## src/jadz_pkg.sv

```systemverilog
// Package for the joystick axis dead-zone scaler.
// Fixed-point widths, zone source codes and pipeline side-band types; no dependencies.
`default_nettype none
package jadz_pkg;
    localparam int FRAC_BITS = 16;
    localparam int AXIS_W    = 17;
    localparam int VEC_W     = 18;
    localparam int SQ_W      = 36;               // x^2 + y^2 + z^2
    localparam int ROOT_W    = SQ_W / 2;
    localparam int SREM_W    = ROOT_W + 2;
    localparam int NUM_W     = AXIS_W + FRAC_BITS; // dividend width
    localparam int DEN_W     = FRAC_BITS + 1;
    localparam int DZ_W      = 16;
    localparam int GAIN_W    = 16;
    localparam int OUT_W     = 24;
    localparam int PROD_W    = DEN_W + 1 + GAIN_W;
    localparam int SCL_W     = PROD_W - 8;

    localparam logic [DEN_W-1:0] ONE = DEN_W'(1) << FRAC_BITS;
    localparam logic signed [OUT_W-1:0] SAT_HI = OUT_W'((32767 << FRAC_BITS) / 256);
    localparam logic signed [OUT_W-1:0] SAT_LO = OUT_W'(-(128 << FRAC_BITS));

    typedef enum logic [1:0] {
        SRC_NONE = 2'd0,
        SRC_MAG  = 2'd1,
        SRC_AXIS = 2'd2,
        SRC_RSVD = 2'd3
    } zone_src_t;

    typedef enum logic [1:0] {
        REG_DEAD_ZONE = 2'd0,
        REG_ZONE_SRC  = 2'd1,
        REG_INVERT    = 2'd2,
        REG_GAIN      = 2'd3
    } reg_idx_t;

    typedef struct packed {
        logic [AXIS_W-1:0] axis;
        logic              gate;
        logic              use_min;
    } div_side_t;
endpackage
`default_nettype wire

```

## src/jadz_sqrt_cell.sv

```systemverilog
// One digit cell of the pipelined integer square root (two radicand bits per cell).
// Depends on jadz_pkg.
`default_nettype none
module jadz_sqrt_cell #(
    parameter int SIDE_W = jadz_pkg::AXIS_W
) (
    input  wire logic                          clk,
    input  wire logic                          rst_n,
    input  wire logic                          up_valid,
    output logic                               up_ready,
    input  wire logic [jadz_pkg::SQ_W-1:0]     up_rad,
    input  wire logic [jadz_pkg::SREM_W-1:0]   up_rem,
    input  wire logic [jadz_pkg::ROOT_W-1:0]   up_root,
    input  wire logic [SIDE_W-1:0]             up_side,
    output logic                               dn_valid,
    input  wire logic                          dn_ready,
    output logic [jadz_pkg::SQ_W-1:0]          dn_rad,
    output logic [jadz_pkg::SREM_W-1:0]        dn_rem,
    output logic [jadz_pkg::ROOT_W-1:0]        dn_root,
    output logic [SIDE_W-1:0]                  dn_side
);
    logic                            valid_reg;
    logic [jadz_pkg::SREM_W+1:0]     cat;
    logic [jadz_pkg::SREM_W+1:0]     trial;
    logic                            ge;
    logic [jadz_pkg::SREM_W-1:0]     rem_next;
    logic [jadz_pkg::ROOT_W-1:0]     root_next;

    assign cat   = {up_rem, up_rad[jadz_pkg::SQ_W-1 -: 2]};
    assign trial = {2'b00, up_root, 2'b01};
    assign ge    = (cat >= trial);
    always_comb
    begin
        rem_next  = ge ? jadz_pkg::SREM_W'(cat - trial) : jadz_pkg::SREM_W'(cat);
        root_next = {up_root[jadz_pkg::ROOT_W-2:0], ge};
    end

    assign up_ready = !valid_reg || dn_ready;
    assign dn_valid = valid_reg;

    always_ff @(posedge clk or negedge rst_n)
    begin
        if (!rst_n)
            valid_reg <= 1'b0;
        else if (up_ready)
            valid_reg <= up_valid;
    end

    always_ff @(posedge clk)
    begin
        if (up_ready && up_valid)
        begin
            dn_rad  <= {up_rad[jadz_pkg::SQ_W-3:0], 2'b00};
            dn_rem  <= rem_next;
            dn_root <= root_next;
            dn_side <= up_side;
        end
    end
endmodule
`default_nettype wire

```

## config.mk

```make
export PLATFORM = sky130hd
export DESIGN_NAME = jadz_sqrt_cell
export DESIGN_NICKNAME = d
export VERILOG_FILES = /design/src/jadz_pkg.sv /design/src/jadz_sqrt_cell.sv
export SDC_FILE = /design/constraint.sdc
export NUM_CORES = 1
export LEC_CHECK = 0
export BUFFER_PORTS_ARGS = -buffer_cell sky130_fd_sc_hd__buf_2
export CAP_MARGIN = 20
export CORE_AREA = 3 3 103 105
export CTS_BUF_LIST = sky130_fd_sc_hd__clkbuf_4 sky130_fd_sc_hd__clkbuf_8 sky130_fd_sc_hd__clkbuf_16
export CTS_CLUSTER_DIAMETER = 40
export DETAILED_ROUTE_END_ITERATION = 8
export DIE_AREA = 0 0 106 108
export PLACE_DENSITY = 0.76
export RECOVER_POWER = 50
export SYNTH_ARGS = -nofsm -noshare
export SYNTH_HDL_FRONTEND = slang
export SYNTH_SLANG_ARGS = --single-unit
```

## constraint.sdc

```tcl
create_clock -name clk -period 2.7 [get_ports clk]
set_input_delay 0.675 -clock clk [delete_from_list [all_inputs] [get_ports clk]]
set_output_delay 0.675 -clock clk [all_outputs]
set_load 0.01 [all_outputs]
```

==> results.json <==
{
  "drt_iter0_markers": 215,
  "fin_crit_ns": 2.54,
  "antenna_found_initial": 0,
  "grt_usage": 0.186,
  "fmax_ghz": 0.394,
  "nFillCells": 846,
  "drc": 0,
  "routedWlPerCell_um": 16.0,
  "ios": 188,
  "status": "completed",
  "rr_startpoint": "dn_valid$_DFFE_PN0N_",
  "start_util": 0.428,
  "synth.distinct_cells": 44,
  "dp_hpwl_mm": 8.75,
  "crit_fanout": 8,
  "worstMarginPinSlew_ns": 1.10,
  "synth_simple_gate_area_frac": 0.0612,
  "cts.sinks": 90,
  "rrSetupSlack_ns": 0.55,
  "setup_viol": 0,
  "netlist_instances": 287,
  "required_ns": 2.83,
  "final_cells": 670,
  "diodes": 0,
  "slew_headroom": 0.268,
  "path_class": "input pin to register",
  "dr_total_vias": 3234,
  "final_cell_mix": "145 x buf_2, 89 x edfxtp_1, 52 x buf_4",
  "grt_overflow": 0,
  "rsz0062_at_grt": "no",
  "cts_hold_buf": 0,
  "dp_cells": 654,
  "coreArea_mm2": 0.00973,
  "ys_dominant_reg_cell": "edfxtp_1",
  "synth_compound_area_frac": 0.0873,
  "syn-cell-area_mm2": 0.00417,
  "clockBufferDepth": 2,
  "yosysSeqAreaShare": 0.647,
  "cp.arrival_ns": 2.67,
  "clk_pin_slew_ns": 0.10,
  "drt-pass1-iter-count": 5,
  "fp.dieW_um": 106,
  "yosysWarnings": 0,
  "die_h_um": 108,
  "synth_fa_ha_area_frac": 0.0600,
  "synth_edf_count": 89,
  "synthXorXnorAreaFrac": 0.0378,
  "fin_ws_ns": 0.160,
  "cts-root-buf": "clkbuf_8",
  "reg2reg_depth": 3,
  "cap_violations": 0,
  "leakage_nw": 2.54,
  "finalHoldViolCount": 0,
  "io_buffers": 185,
  "cts_setup_buffers": 0,
  "place_ws_ns": -0.229,
  "cts_made_buffers": 9,
  "critical_path.endpoint_type": "register",
  "grt_pass1_vias": 3367,
  "rows": 36,
  "final_common_cell": "buf_2",
  "drive_gt1_frac": 0.464,
  "grt_max_degree": 49,
  "drv_slew": 0,
  "startpoint": "up_rem[9]",
  "avgSynthCellArea_um2": 14.5,
  "drtAntennaViolNets": 0,
  "cts_max_level": 3,
  "cp-start-kind": "input pin",
  "wl_mm": 10.7,
  "post_cts_resized": 0,
  "place.gp.congestion": 0.871,
  "hold_path.class": "input pin to asynchronous set/reset pin",
  "async_reset_ff_frac": 0.0111,
  "grt_pass1_wl_mm": 16.3,
  "fin_nets": 647,
  "crit_end": "dn_rem[19]$_DFFE_PP_",
  "timing.rr.end": "dn_side[13]$_DFFE_PP_",
  "synth_top_family_by_area": "compound AO/OA/AOI/OAI gates",
  "synth_mux_area_frac": 0.0687,
  "holdWs_ns": 0.0611,
  "finClkSkew_ns": 0.00885,
  "area_growth_pct": 40.5,
  "fp.dieArea_mm2": 0.0114,
  "clk_latency_ns": 0.36,
  "cts_tree": "done",
  "ir_worst_vdd_v": 0.000230,
  "via_per_inst": 4.83,
  "fin_crit_sh": 0.941,
  "p_per_area_mw_per_mm2": 584,
  "synth-seq-cells": 90
}
==> critical path, cell delays in order <==
cell      delay, ns
buf_2          0.11
ha_1           0.35
buf_4          0.16
nand3_1        0.07
a21oi_1        0.07
a211o_1        0.29
a21o_1         0.18
o211ai_2       0.19
buf_4          0.23
mux2_2         0.34
==> synth_stat cells, types with 2 or more instances <==
cell      number  share of area
edfxtp_1      89           0.64
inv_1         27          0.024
ha_1          20          0.060
mux2_4        17          0.061
a21oi_1       15          0.018
nor2_1        12          0.011
nand2_1        9         0.0081
xnor2_1        9          0.019
xor2_1         9          0.019
o21ai_0        8         0.0096
nand3_1        6         0.0072
nor3_1         6         0.0072
a211oi_1       5         0.0090
nor4_1         4         0.0060
o21a_1         4         0.0072
o31ai_1        4         0.0072
buf_6          3         0.0081
nand2b_1       3         0.0045
o211ai_1       3         0.0054
a21o_1         2         0.0036
a21oi_2        2         0.0042
a221o_1        2         0.0048
and2_1         2         0.0030
buf_4          2         0.0036
mux2i_1        2         0.0048
nand4_1        2         0.0030
nor2b_1        2         0.0030
or3_1          2         0.0030
==> power breakdown <==
part	total (mW)	internal [mW]	switching [mW]	leakage [nW]
clock	0.955	0.449	0.506	0.101
combinational	0.774	0.395	0.379	1.58
sequential	1.69	1.67	0.0238	0.858
==> how the worst min path moves through the flow <==
stage                                 endpoint   from  cells past startpoint  slack, ns
after floorplan           dn_valid$_DFFE_PN0N_  rst_n                      0       0.38
after global placement    dn_valid$_DFFE_PN0N_  rst_n                      1       0.45
after detailed placement  dn_valid$_DFFE_PN0N_  rst_n                      1       0.45
after CTS                 dn_valid$_DFFE_PN0N_  rst_n                      1       0.06
after global routing      dn_valid$_DFFE_PN0N_  rst_n                      1       0.05
final                     dn_valid$_DFFE_PN0N_  rst_n                      1       0.06
==> per-stage QoR <==
stage          power (mW)  utilization  instance area, um2  TNS [ns]
5_1_grt              3.59        0.602                5860         0
3_3_place_gp         2.49        0.588                5720     -2.60
3_5_place_dp         2.51        0.588                5720     -3.63
4_1_cts              3.46        0.609                5920         0
6_report             3.42        0.602                5860         0
2_1_floorplan        2.18            -                4270    -0.436
==> state kept, by name (all words and copies together), names as in the netlist <==
name	cells
dn_rem	20
dn_side	17
dn_root	18
dn_rad	34
dn_valid	1
==> area by class of cell <==
| type | instances | area, um2 | area share |
|---|---|---|---|
| Sequential cell | 90 | 2700 | 0.461 |
| Multi-Input combinational cell | 165 | 1400 | 0.238 |
| Timing Repair Buffer | 239 | 1280 | 0.218 |
| Tap cell | 133 | 166 | 0.0284 |
| Clock inverter | 6 | 72.6 | 0.0124 |
| Inverter | 27 | 114 | 0.0194 |
| Clock buffer | 10 | 131 | 0.0224 |
==> layer usage <==
layer,routed length (um),track usage
met1,3920,0.193
met4,121,0.0611
met5,0,0
met3,762,0.0496
met2,5910,0.362
==> cells by family after synthesis <==
| family | after synthesis |
|---|---|
| flip-flops | 90 |
| AO/OA/AOI/OAI | 54 |
| AND/OR/NAND/NOR | 51 |
| buffers and inverters | 33 |
| adder cells (fa/ha/maj) | 20 |
| multiplexers | 20 |
| XOR/XNOR | 18 |
| other | 1 |
No activity file was read; power rests on OpenSTA's default activity.
