File: src/jadz_pkg.sv
// Package for the joystick axis dead-zone scaler.
// Fixed-point widths, zone source codes and pipeline side-band types; no dependencies.
`default_nettype none
package jadz_pkg;
    localparam int FRAC_BITS = 16;
    localparam int AXIS_W    = 17;
    localparam int VEC_W     = 18;
    localparam int SQ_W      = 36;               // x^2 + y^2 + z^2
    localparam int ROOT_W    = SQ_W / 2;
    localparam int SREM_W    = ROOT_W + 2;
    localparam int NUM_W     = AXIS_W + FRAC_BITS; // dividend width
    localparam int DEN_W     = FRAC_BITS + 1;
    localparam int DZ_W      = 16;
    localparam int GAIN_W    = 16;
    localparam int OUT_W     = 24;
    localparam int PROD_W    = DEN_W + 1 + GAIN_W;
    localparam int SCL_W     = PROD_W - 8;

    localparam logic [DEN_W-1:0] ONE = DEN_W'(1) << FRAC_BITS;
    localparam logic signed [OUT_W-1:0] SAT_HI = OUT_W'((32767 << FRAC_BITS) / 256);
    localparam logic signed [OUT_W-1:0] SAT_LO = OUT_W'(-(128 << FRAC_BITS));

    typedef enum logic [1:0] {
        SRC_NONE = 2'd0,
        SRC_MAG  = 2'd1,
        SRC_AXIS = 2'd2,
        SRC_RSVD = 2'd3
    } zone_src_t;

    typedef enum logic [1:0] {
        REG_DEAD_ZONE = 2'd0,
        REG_ZONE_SRC  = 2'd1,
        REG_INVERT    = 2'd2,
        REG_GAIN      = 2'd3
    } reg_idx_t;

    typedef struct packed {
        logic [AXIS_W-1:0] axis;
        logic              gate;
        logic              use_min;
    } div_side_t;
endpackage
`default_nettype wire

File: src/jadz_div_cell.sv
// One quotient-bit cell of the pipelined restoring divider.
// Depends on jadz_pkg.
`default_nettype none
module jadz_div_cell #(
    parameter int SIDE_W = $bits(jadz_pkg::div_side_t)
) (
    input  wire logic                          clk,
    input  wire logic                          rst_n,
    input  wire logic [jadz_pkg::DEN_W-1:0]    den,
    input  wire logic                          up_valid,
    output logic                               up_ready,
    input  wire logic [jadz_pkg::NUM_W-1:0]    up_num,
    input  wire logic [jadz_pkg::DEN_W-1:0]    up_rem,
    input  wire logic [SIDE_W-1:0]             up_side,
    output logic                               dn_valid,
    input  wire logic                          dn_ready,
    output logic [jadz_pkg::NUM_W-1:0]         dn_num,
    output logic [jadz_pkg::DEN_W-1:0]         dn_rem,
    output logic [SIDE_W-1:0]                  dn_side
);
    logic                          valid_reg;
    logic [jadz_pkg::DEN_W:0]      cat;
    logic                          ge;
    logic [jadz_pkg::DEN_W-1:0]    rem_next;

    // dividend bits shift out the top, quotient bits shift in at the bottom
    assign cat      = {up_rem, up_num[jadz_pkg::NUM_W-1]};
    assign ge       = (cat >= {1'b0, den});
    assign rem_next = ge ? jadz_pkg::DEN_W'(cat - {1'b0, den}) : jadz_pkg::DEN_W'(cat);

    assign up_ready = !valid_reg || dn_ready;
    assign dn_valid = valid_reg;

    always_ff @(posedge clk or negedge rst_n)
    begin
        if (!rst_n)
            valid_reg <= 1'b0;
        else if (up_ready)
            valid_reg <= up_valid;
    end

    always_ff @(posedge clk)
    begin
        if (up_ready && up_valid)
        begin
            dn_num  <= {up_num[jadz_pkg::NUM_W-2:0], ge};
            dn_rem  <= rem_next;
            dn_side <= up_side;
        end
    end
endmodule
`default_nettype wire

File: config.mk
export PLATFORM = sky130hd
export DESIGN_NAME = jadz_div_cell
export DESIGN_NICKNAME = d
export VERILOG_FILES = /design/src/jadz_pkg.sv /design/src/jadz_div_cell.sv
export SDC_FILE = /design/constraint.sdc
export NUM_CORES = 1
export LEC_CHECK = 0
export BUFFER_PORTS_ARGS = -buffer_cell sky130_fd_sc_hd__buf_4
export CAP_MARGIN = 40
export CORE_MARGIN = 5
export CORE_UTILIZATION = 46
export DETAILED_ROUTE_END_ITERATION = 10
export GPL_ROUTABILITY_DRIVEN = 0
export HOLD_SLACK_MARGIN = 0.03
export PLACE_DENSITY = 0.8
export SYNTH_ARGS = -nofsm -noshare
export SYNTH_HDL_FRONTEND = slang
export SYNTH_SLANG_ARGS = --single-unit
File: constraint.sdc
create_clock -name clk -period 2.8 [get_ports clk]
set_input_delay 0.56 -clock clk [delete_from_list [all_inputs] [get_ports clk]]
set_output_delay 0.56 -clock clk [all_outputs]
set_load 0.005 [all_outputs]
==> results of run 1 <==
-- registers in the layout, indices dropped and copies added (netlist names) --
name,count
dn_rem,17
dn_side,19
dn_valid,1
dn_num,33
-- routing by layer --
metal | global-route usage [%] | vias up | wire length, um
met3 | 7.01 | 7 | 936
li1 | - | 1208 | -
met5 | 0 | - | 0
met2 | 37.2 | 107 | 4790
met1 | 21.6 | 1161 | 3260
met4 | 5.53 | 0 | 75
-- critical path, stage by stage --
cell      delay, ps
buf_4           110
inv_1            40
ha_1            140
inv_1            50
fa_1            400
a21oi_1         210
or3_4           170
a21oi_4          60
o21bai_4        130
and2_4          230
inv_12           60
mux2_4          290
-- cell usage after synthesis, drive strengths merged, types with 4 or more instances --
| library cell | number |
|---|---|
| xnor2 | 8 |
| o31ai | 4 |
| nand2 | 9 |
| nand3 | 8 |
| o21ai | 7 |
| mux2 | 10 |
| nand2b | 5 |
| a21oi | 15 |
| ha | 17 |
| edfxtp | 69 |
| inv | 23 |
| and2 | 5 |
| nor3 | 4 |
| nor2 | 6 |
-- metrics by stage --
stage / std cells / setup WS [ps] / util (%) / area, um2 / hold WS [ps]
2_1_floorplan: 225 / 20.0 / - / 3300 / 264
3_3_place_gp: 490 / 96.3 / 68.4 / 4700 / 336
3_5_place_dp: 490 / 67.9 / 68.4 / 4700 / 336
4_1_cts: 507 / 432 / 71.8 / 4930 / 375
5_1_grt: 507 / 339 / 71.8 / 4930 / 363
6_report: 507 / 423 / 71.8 / 4930 / 396
-- logic make-up (layout without fill, tap and decap cells) --
family,after synthesis,in the layout,share of synthesized area (%)
buffers and inverters,24,210,3.60
flip-flops,70,70,63.6
adder cells (fa/ha/maj),18,18,7.06
XOR/XNOR,11,11,2.92
multiplexers,11,11,4.86
AND/OR/NAND/NOR,44,44,7.28
AO/OA/AOI/OAI,47,47,10.7
-- power by group through the flow --
stage          logic [mW]  clock network (mW)  registers, mW
6_report            0.553               0.902           1.27
4_1_cts             0.559               0.915           1.27
2_1_floorplan       0.266                   0           1.30
5_1_grt             0.605               0.976           1.27
3_3_place_gp        0.540                   0           1.29
3_5_place_dp        0.555                   0           1.29
-- worst max-delay path by stage --
stage	depth (start not counted)	slack (ps)	to	startpoint
3_3_place_gp	12	100	dn_rem[6]$_DFFE_PP_	up_num[32]
4_1_cts	12	430	dn_rem[12]$_DFFE_PP_	up_num[32]
2_1_floorplan	2	20	dn_num[0]$_DFFE_PP_	dn_ready
3_5_place_dp	12	70	dn_rem[7]$_DFFE_PP_	up_num[32]
6_report	12	420	dn_rem[12]$_DFFE_PP_	up_num[32]
5_1_grt	12	340	dn_rem[12]$_DFFE_PP_	up_num[32]
-- cell usage in the layout, fill, tap and decap left out, types with 3 or more instances in the layout --
cell,instances
buf_4,168
nand2_1,9
nor2_1,6
o31ai_2,3
inv_1,22
a21boi_0,3
nor3_1,4
xnor2_1,8
mux2_4,10
nand3_1,7
a21oi_1,13
xor2_1,3
edfxtp_1,69
and2_1,3
ha_1,17
o21ai_0,7
nand2b_1,5
clkbuf_8,9
a21o_1,3
-- area by class of cell --
type                       count  area (um2)  area share (%)
inverter                      23        98.8            2.00
timing repair buffer         171        1310            26.6
clock inverter                 7        96.3            1.95
tap                           96         120            2.44
clock buffer                   9         124            2.51
sequential                    70        2100            42.5
multi-input combinational    131        1080            22.0
-- repair_timing --
item,4_1_cts,5_1_grt
buffers inserted,0,0
hold endpoints to repair,1,0
hold buffers,1,0
==> reports/results.txt, run 1 <==
Slew headroom - 58.1%
fmax - 0.421 GHz
number of cells on the worst reg-to-reg path - 3
Lkg Pwr - 2.19 nW
io pins - 161
Required @ worst endpoint - 2890 ps
layout cells sized above 1 - 50.6%
Initial Util - 48.0%
DIE AREA - 8960 um2
Max-Cap Viols - 0
Reg-to-Reg End - dn_side[5]$_DFFE_PP_
Worst Hold End - dn_side[7]$_DFFE_PP_
hold path start - up_side[7]
RSZ-0062 raised after global routing - no
Final nets - 514
largest area contributor in the netlist - edfxtp_1
row count - 30
Hold Path Depth - 1
Mapped Nets - 333
clock tree from TritonCTS - yes
Inserted Clock Buffers - 9
crit path max fanout - 10
Fillers - 530
Worst setup EP type - register
post-synth cell types - 46
Syn Area/Cell - 14.7 um2
Top FF cell, synth - edfxtp_1
Yosys top cell area share - 62.8%
Chip Height - 94.7 um
Synth async-reset ratio - 1.43%
vias in the first global route - 2533
Ant. Diodes - 0
clock power share - 33.2%
worst slew pin tran - 629 ps
setup tns final - 0 ps
antenna viol nets, final - 0
Core ar. - 6870 um2
DRT Wirelength - 9.06 mm
Pre-Repair DR Iteration Count - 5
sequential share of power - 46.5%
HPWL after DPL - 7.17 mm
Iter 0 DRT Violations - 108
Final Hold Fails - 0
ranking of synthesized cells by area - edfxtp_1 (63%), ha_1 (6.4%), mux2_4 (4.6%), inv_1 (2.5%), xnor2_1 (2.1%)
GRT overflow - 0
first-pass GRT wire length - 13.4 mm
Cell Area, Synth - 3300 um2
Total GRT Usage - 20.1%
Final min period - 2380 ps
Root Buffer - clkbuf_8
clock-pin slew on the worst setup and hold paths - 80 ps
total power - 2.72 mW
reg-to-reg slack, setup - 1130 ps
Tcrit/Tclk final - 84.9%
Net Switching - 0.656 mW
max-slew violation count - 0
switching share of power - 24.1%
Post-CTS Resized - 0
Post-synth EDFFs - 69
Area Growth Syn to Fin - 49.5%
Setup CP Type - in2reg
Setup crit start kind - input port
register area share after synthesis - 63.6%
Pwr per Cell Area - 552 nW/um2
clock latency on the worst-skew pair - 330 ps
outcome - finished, final reports clean
Internal Power - 2.06 mW
Residual DRC - 0
maximum vdd ir drop - 0.301 mV
initial antenna violation count - 0
clk buf depth - 2
HP Class - in2reg
combinational group share of total power - 20.3%
Yosys warning total - 0
clk sinks - 70
WP data arrival - 2470 ps
reg-to-reg critical path startpoint - dn_valid$_DFFE_PN0N_
depth of the CTS H-tree - 3
Synth Register Bits - 70
pin count of the biggest net entering global routing - 28
Port Buffers - 160
vias per cell - 4.90
Syn Inst Count - 225
count of final setup violators - 0
wire per inst - 17.9 um
worst clock skew - 6.34 ps
overall die width - 94.7 um
DR vias - 2483
Power figures use the tool's default switching activity.
==> inputs of run 2 (changes only) <==
--- a/config.mk
+++ b/config.mk
@@ -8,11 +8,11 @@
 export BUFFER_PORTS_ARGS = -buffer_cell sky130_fd_sc_hd__buf_4
 export CAP_MARGIN = 40
 export CORE_MARGIN = 5
-export CORE_UTILIZATION = 46
+export CORE_UTILIZATION = 42
 export DETAILED_ROUTE_END_ITERATION = 10
 export GPL_ROUTABILITY_DRIVEN = 0
 export HOLD_SLACK_MARGIN = 0.03
-export PLACE_DENSITY = 0.8
+export PLACE_DENSITY = 0.77
 export SYNTH_ARGS = -nofsm -noshare
 export SYNTH_HDL_FRONTEND = slang
 export SYNTH_SLANG_ARGS = --single-unit
==> constraint.sdc (replaced) <==
create_clock -name clk -period 2.16 [get_ports clk]
set_input_delay 0.432 -clock clk [delete_from_list [all_inputs] [get_ports clk]]
set_output_delay 0.432 -clock clk [all_outputs]
set_load 0.005 [all_outputs]
==> reports/results.txt, run 2 (same netlist as run 1, synthesis figures left out) <==
Max-Cap Viols - 0 (unchanged)
DRT Wirelength - 9.30 mm (was 9.06 mm)
worst path buffer plus inverter count - 4 (unchanged)
WP data arrival - 2280 ps (was 2470 ps)
count of final setup violators - 9 (was 0)
post-route cell area - 5260 um2 (was 4930 um2)
Largest delay share family, worst path - simple AND/OR/NAND/NOR gates (was adder cells)
Largest Register - dn_num (unchanged)
failing checks - setup timing
Root Buffer - clkbuf_8 (unchanged)
post-route setup slack - -35.4 ps (was 423 ps)
clock latency on the worst-skew pair - 330 ps (about the same)
Chip Height - 98.6 um (was 94.7 um)
maximum vdd ir drop - 0.317 mV (was 0.301 mV)
io pins - 161 (unchanged)
worst clock skew - 9.10 ps (was 6.34 ps)
Initial Util - 42.9% (was 48.0%)
overall die width - 98.6 um (was 94.7 um)
clock tree from TritonCTS - yes (unchanged)
Multi-input gate area - 1160 um2 (was 1080 um2)
layout cells sized above 1 - 57.1% (was 50.6%)
Pwr per Cell Area - 666 nW/um2 (was 552 nW/um2)
outcome - finished with violations (was finished, final reports clean)
Tcrit/Tclk final - 102%
commonest cells after routing, fill and taps aside - buf_4 (200), edfxtp_1 (69), inv_1 (20) (was buf_4 (168), edfxtp_1 (69), inv_1 (22))
vias in the first global route - 2808 (was 2533)
Slew headroom - 64.4% (was 58.1%)
Final min period - 2200 ps
Inserted Clock Buffers - 9 (unchanged)
Port Buffers - 160 (unchanged)
vias per cell - 4.84 (was 4.90)
max-slew violation count - 0 (unchanged)
pin count of the biggest net entering global routing - 45 (was 28)
depth of the CTS H-tree - 3 (unchanged)
antenna viol nets, final - 0 (unchanged)
clk buf depth - 2 (unchanged)
DIE AREA - 9720 um2 (was 8960 um2)
delay of the slowest critical-path stage - 380 ps (was 400 ps)
Residual DRC - 0 (unchanged)
Final nets - 548 (was 514)
Worst setup EP type - register (unchanged)
Required @ worst endpoint - 2240 ps (was 2890 ps)
DR vias - 2647 (was 2483)
area of placed instances - 4940 um2 (was 4700 um2)
Final Hold Fails - 0 (unchanged)
HP Class - in2reg (unchanged)
Lkg Pwr - 2.34 nW (was 2.19 nW)
Pre-Repair DR Iteration Count - 4 (was 5)
Util after Layout - 68.4% (was 71.8%)
HPWL after DPL - 7.38 mm (was 7.17 mm)
row count - 32 (was 30)
Fillers - 585 (was 530)
Core ar. - 7690 um2 (was 6870 um2)
initial antenna violation count - 0 (unchanged)
Worst path most repeated cell - a21oi_4 (was inv_1)
Setup crit start kind - input port (unchanged)
Iter 0 DRT Violations - 89 (was 108)
crit path max fanout - 5 (was 10)
first-pass GRT wire length - 14.4 mm (was 13.4 mm)
Area Growth Syn to Fin - 59.5% (was 49.5%)
Largest regs - dn_num x33, dn_side x19, dn_rem x17 (unchanged)
clk sinks - 70 (unchanged)
critical path's slowest cell - or3_4 (was fa_1)
RSZ-0062 raised after global routing - yes (was no)
Total GRT Usage - 19.1% (was 20.1%)
Setup CP Type - in2reg (unchanged)
wire per inst - 17.0 um (was 17.9 um)
Ant. Diodes - 0 (unchanged)
Storage cell area - 2100 um2 (unchanged)
clock-pin slew on the worst setup and hold paths - 80 ps (about the same)
GRT overflow - 0 (unchanged)
leading cell type in the layout, fill and taps excluded - buf_4 (unchanged)
fmax - 0.455 GHz
Critical Path, Cell by Cell - buf_12 -> inv_12 -> ha_4 -> inv_2 -> fa_2 -> a21oi_4 -> or3_4 -> a21oi_4 -> o21bai_4 -> and2_4 -> inv_6 -> mux2_4 (was buf_4 -> inv_1 -> ha_1 -> inv_1 -> fa_1 -> a21oi_1 -> or3_4 -> a21oi_4 -> o21bai_4 -> and2_4 -> inv_12 -> mux2_4)
max reg flops - 33 (unchanged)
worst slew pin tran - 530 ps (was 629 ps)
run 2: changes by cell type in the layout (fill, tap and decap cells not counted), sizes merged:
| cell | before | now |
|---|---|---|
| clkbuf | 9 | 10 |
| inv | 25 | 26 |
| clkinvlp | 2 | 3 |
| buf | 170 | 203 |
| bufinv | 2 | 1 |
| clkinv | 1 | 0 |
run 2: power by group:
group / switching (mW) / internal, mW
clock network: 0.502 / 0.542
logic: 0.343 / 0.479
registers: 0.0256 / 1.61
run 2: final timing paths:
kind / startpoint / end / slack, ps / depth (start not counted)
max: up_num[32] / dn_rem[3]$_DFFE_PP_ / -40 / 12
min: up_side[9] / dn_side[9]$_DFFE_PP_ / 270 / 1
max reg2reg: dn_valid$_DFFE_PN0N_ / dn_side[12]$_DFFE_PP_ / 780 / 3
min reg2reg: dn_valid$_DFFE_PN0N_ / dn_valid$_DFFE_PN0N_ / 550 / 2
max in group asynchronous: rst_n / dn_valid$_DFFE_PN0N_ / 1660 / 2
min in group asynchronous: rst_n / dn_valid$_DFFE_PN0N_ / 420 / 2
run 2: layout make-up:
class	count	share of cell area (%)
Tap cell	102	2.43
Multi-Input combinational cell	131	22.0
Clock buffer	10	2.43
Sequential cell	70	39.9
Timing Repair Buffer	204	29.7
Inverter	23	2.12
Clock inverter	6	1.33
Timing Repair inverter	1	0.166
run 2: repair_timing:
action / in CTS / in global routing
endpoints found under the setup margin: 10 / 13
gates resized for setup: 4 / 11
pin swaps: 3 / 0
gates cloned: 1 / 0
hold endpoints to repair: 1 / 0
hold buffers: 1 / 0
buffers inserted: 1 / 3
run 2: through the flow:
step	power [mW]	hold WS [ps]	instances	setup TNS, ps	setup slack [ps]
after floorplan	2.03	136	225	-3540	-329
after global placement	2.44	207	525	-5910	-407
after detailed placement	2.46	208	525	-6790	-461
after CTS	3.53	251	544	0	7.24
after global routing	3.69	241	547	-473	-67.4
final	3.51	271	547	-171	-35.4
run 2: worst reg2reg max path, delay by kind of cell, from the launching register on:
family                 cells  cell delay (ps)
and+or+nand+nor            2              300
buffers and inverters      1              340
DFF                        1              390
run 2: layer usage:
layer / up-vias / routed length [um] / share of wire, % / track usage, %
met3: 10 / 860 / 9.3 / 5.87
met4: 0 / 101 / 1.1 / 5.25
met5: - / 0 / 0 / 0
li1: 1277 / - / - / -
met2: 122 / 5030 / 54 / 36.1
met1: 1238 / 3310 / 36 / 20.3
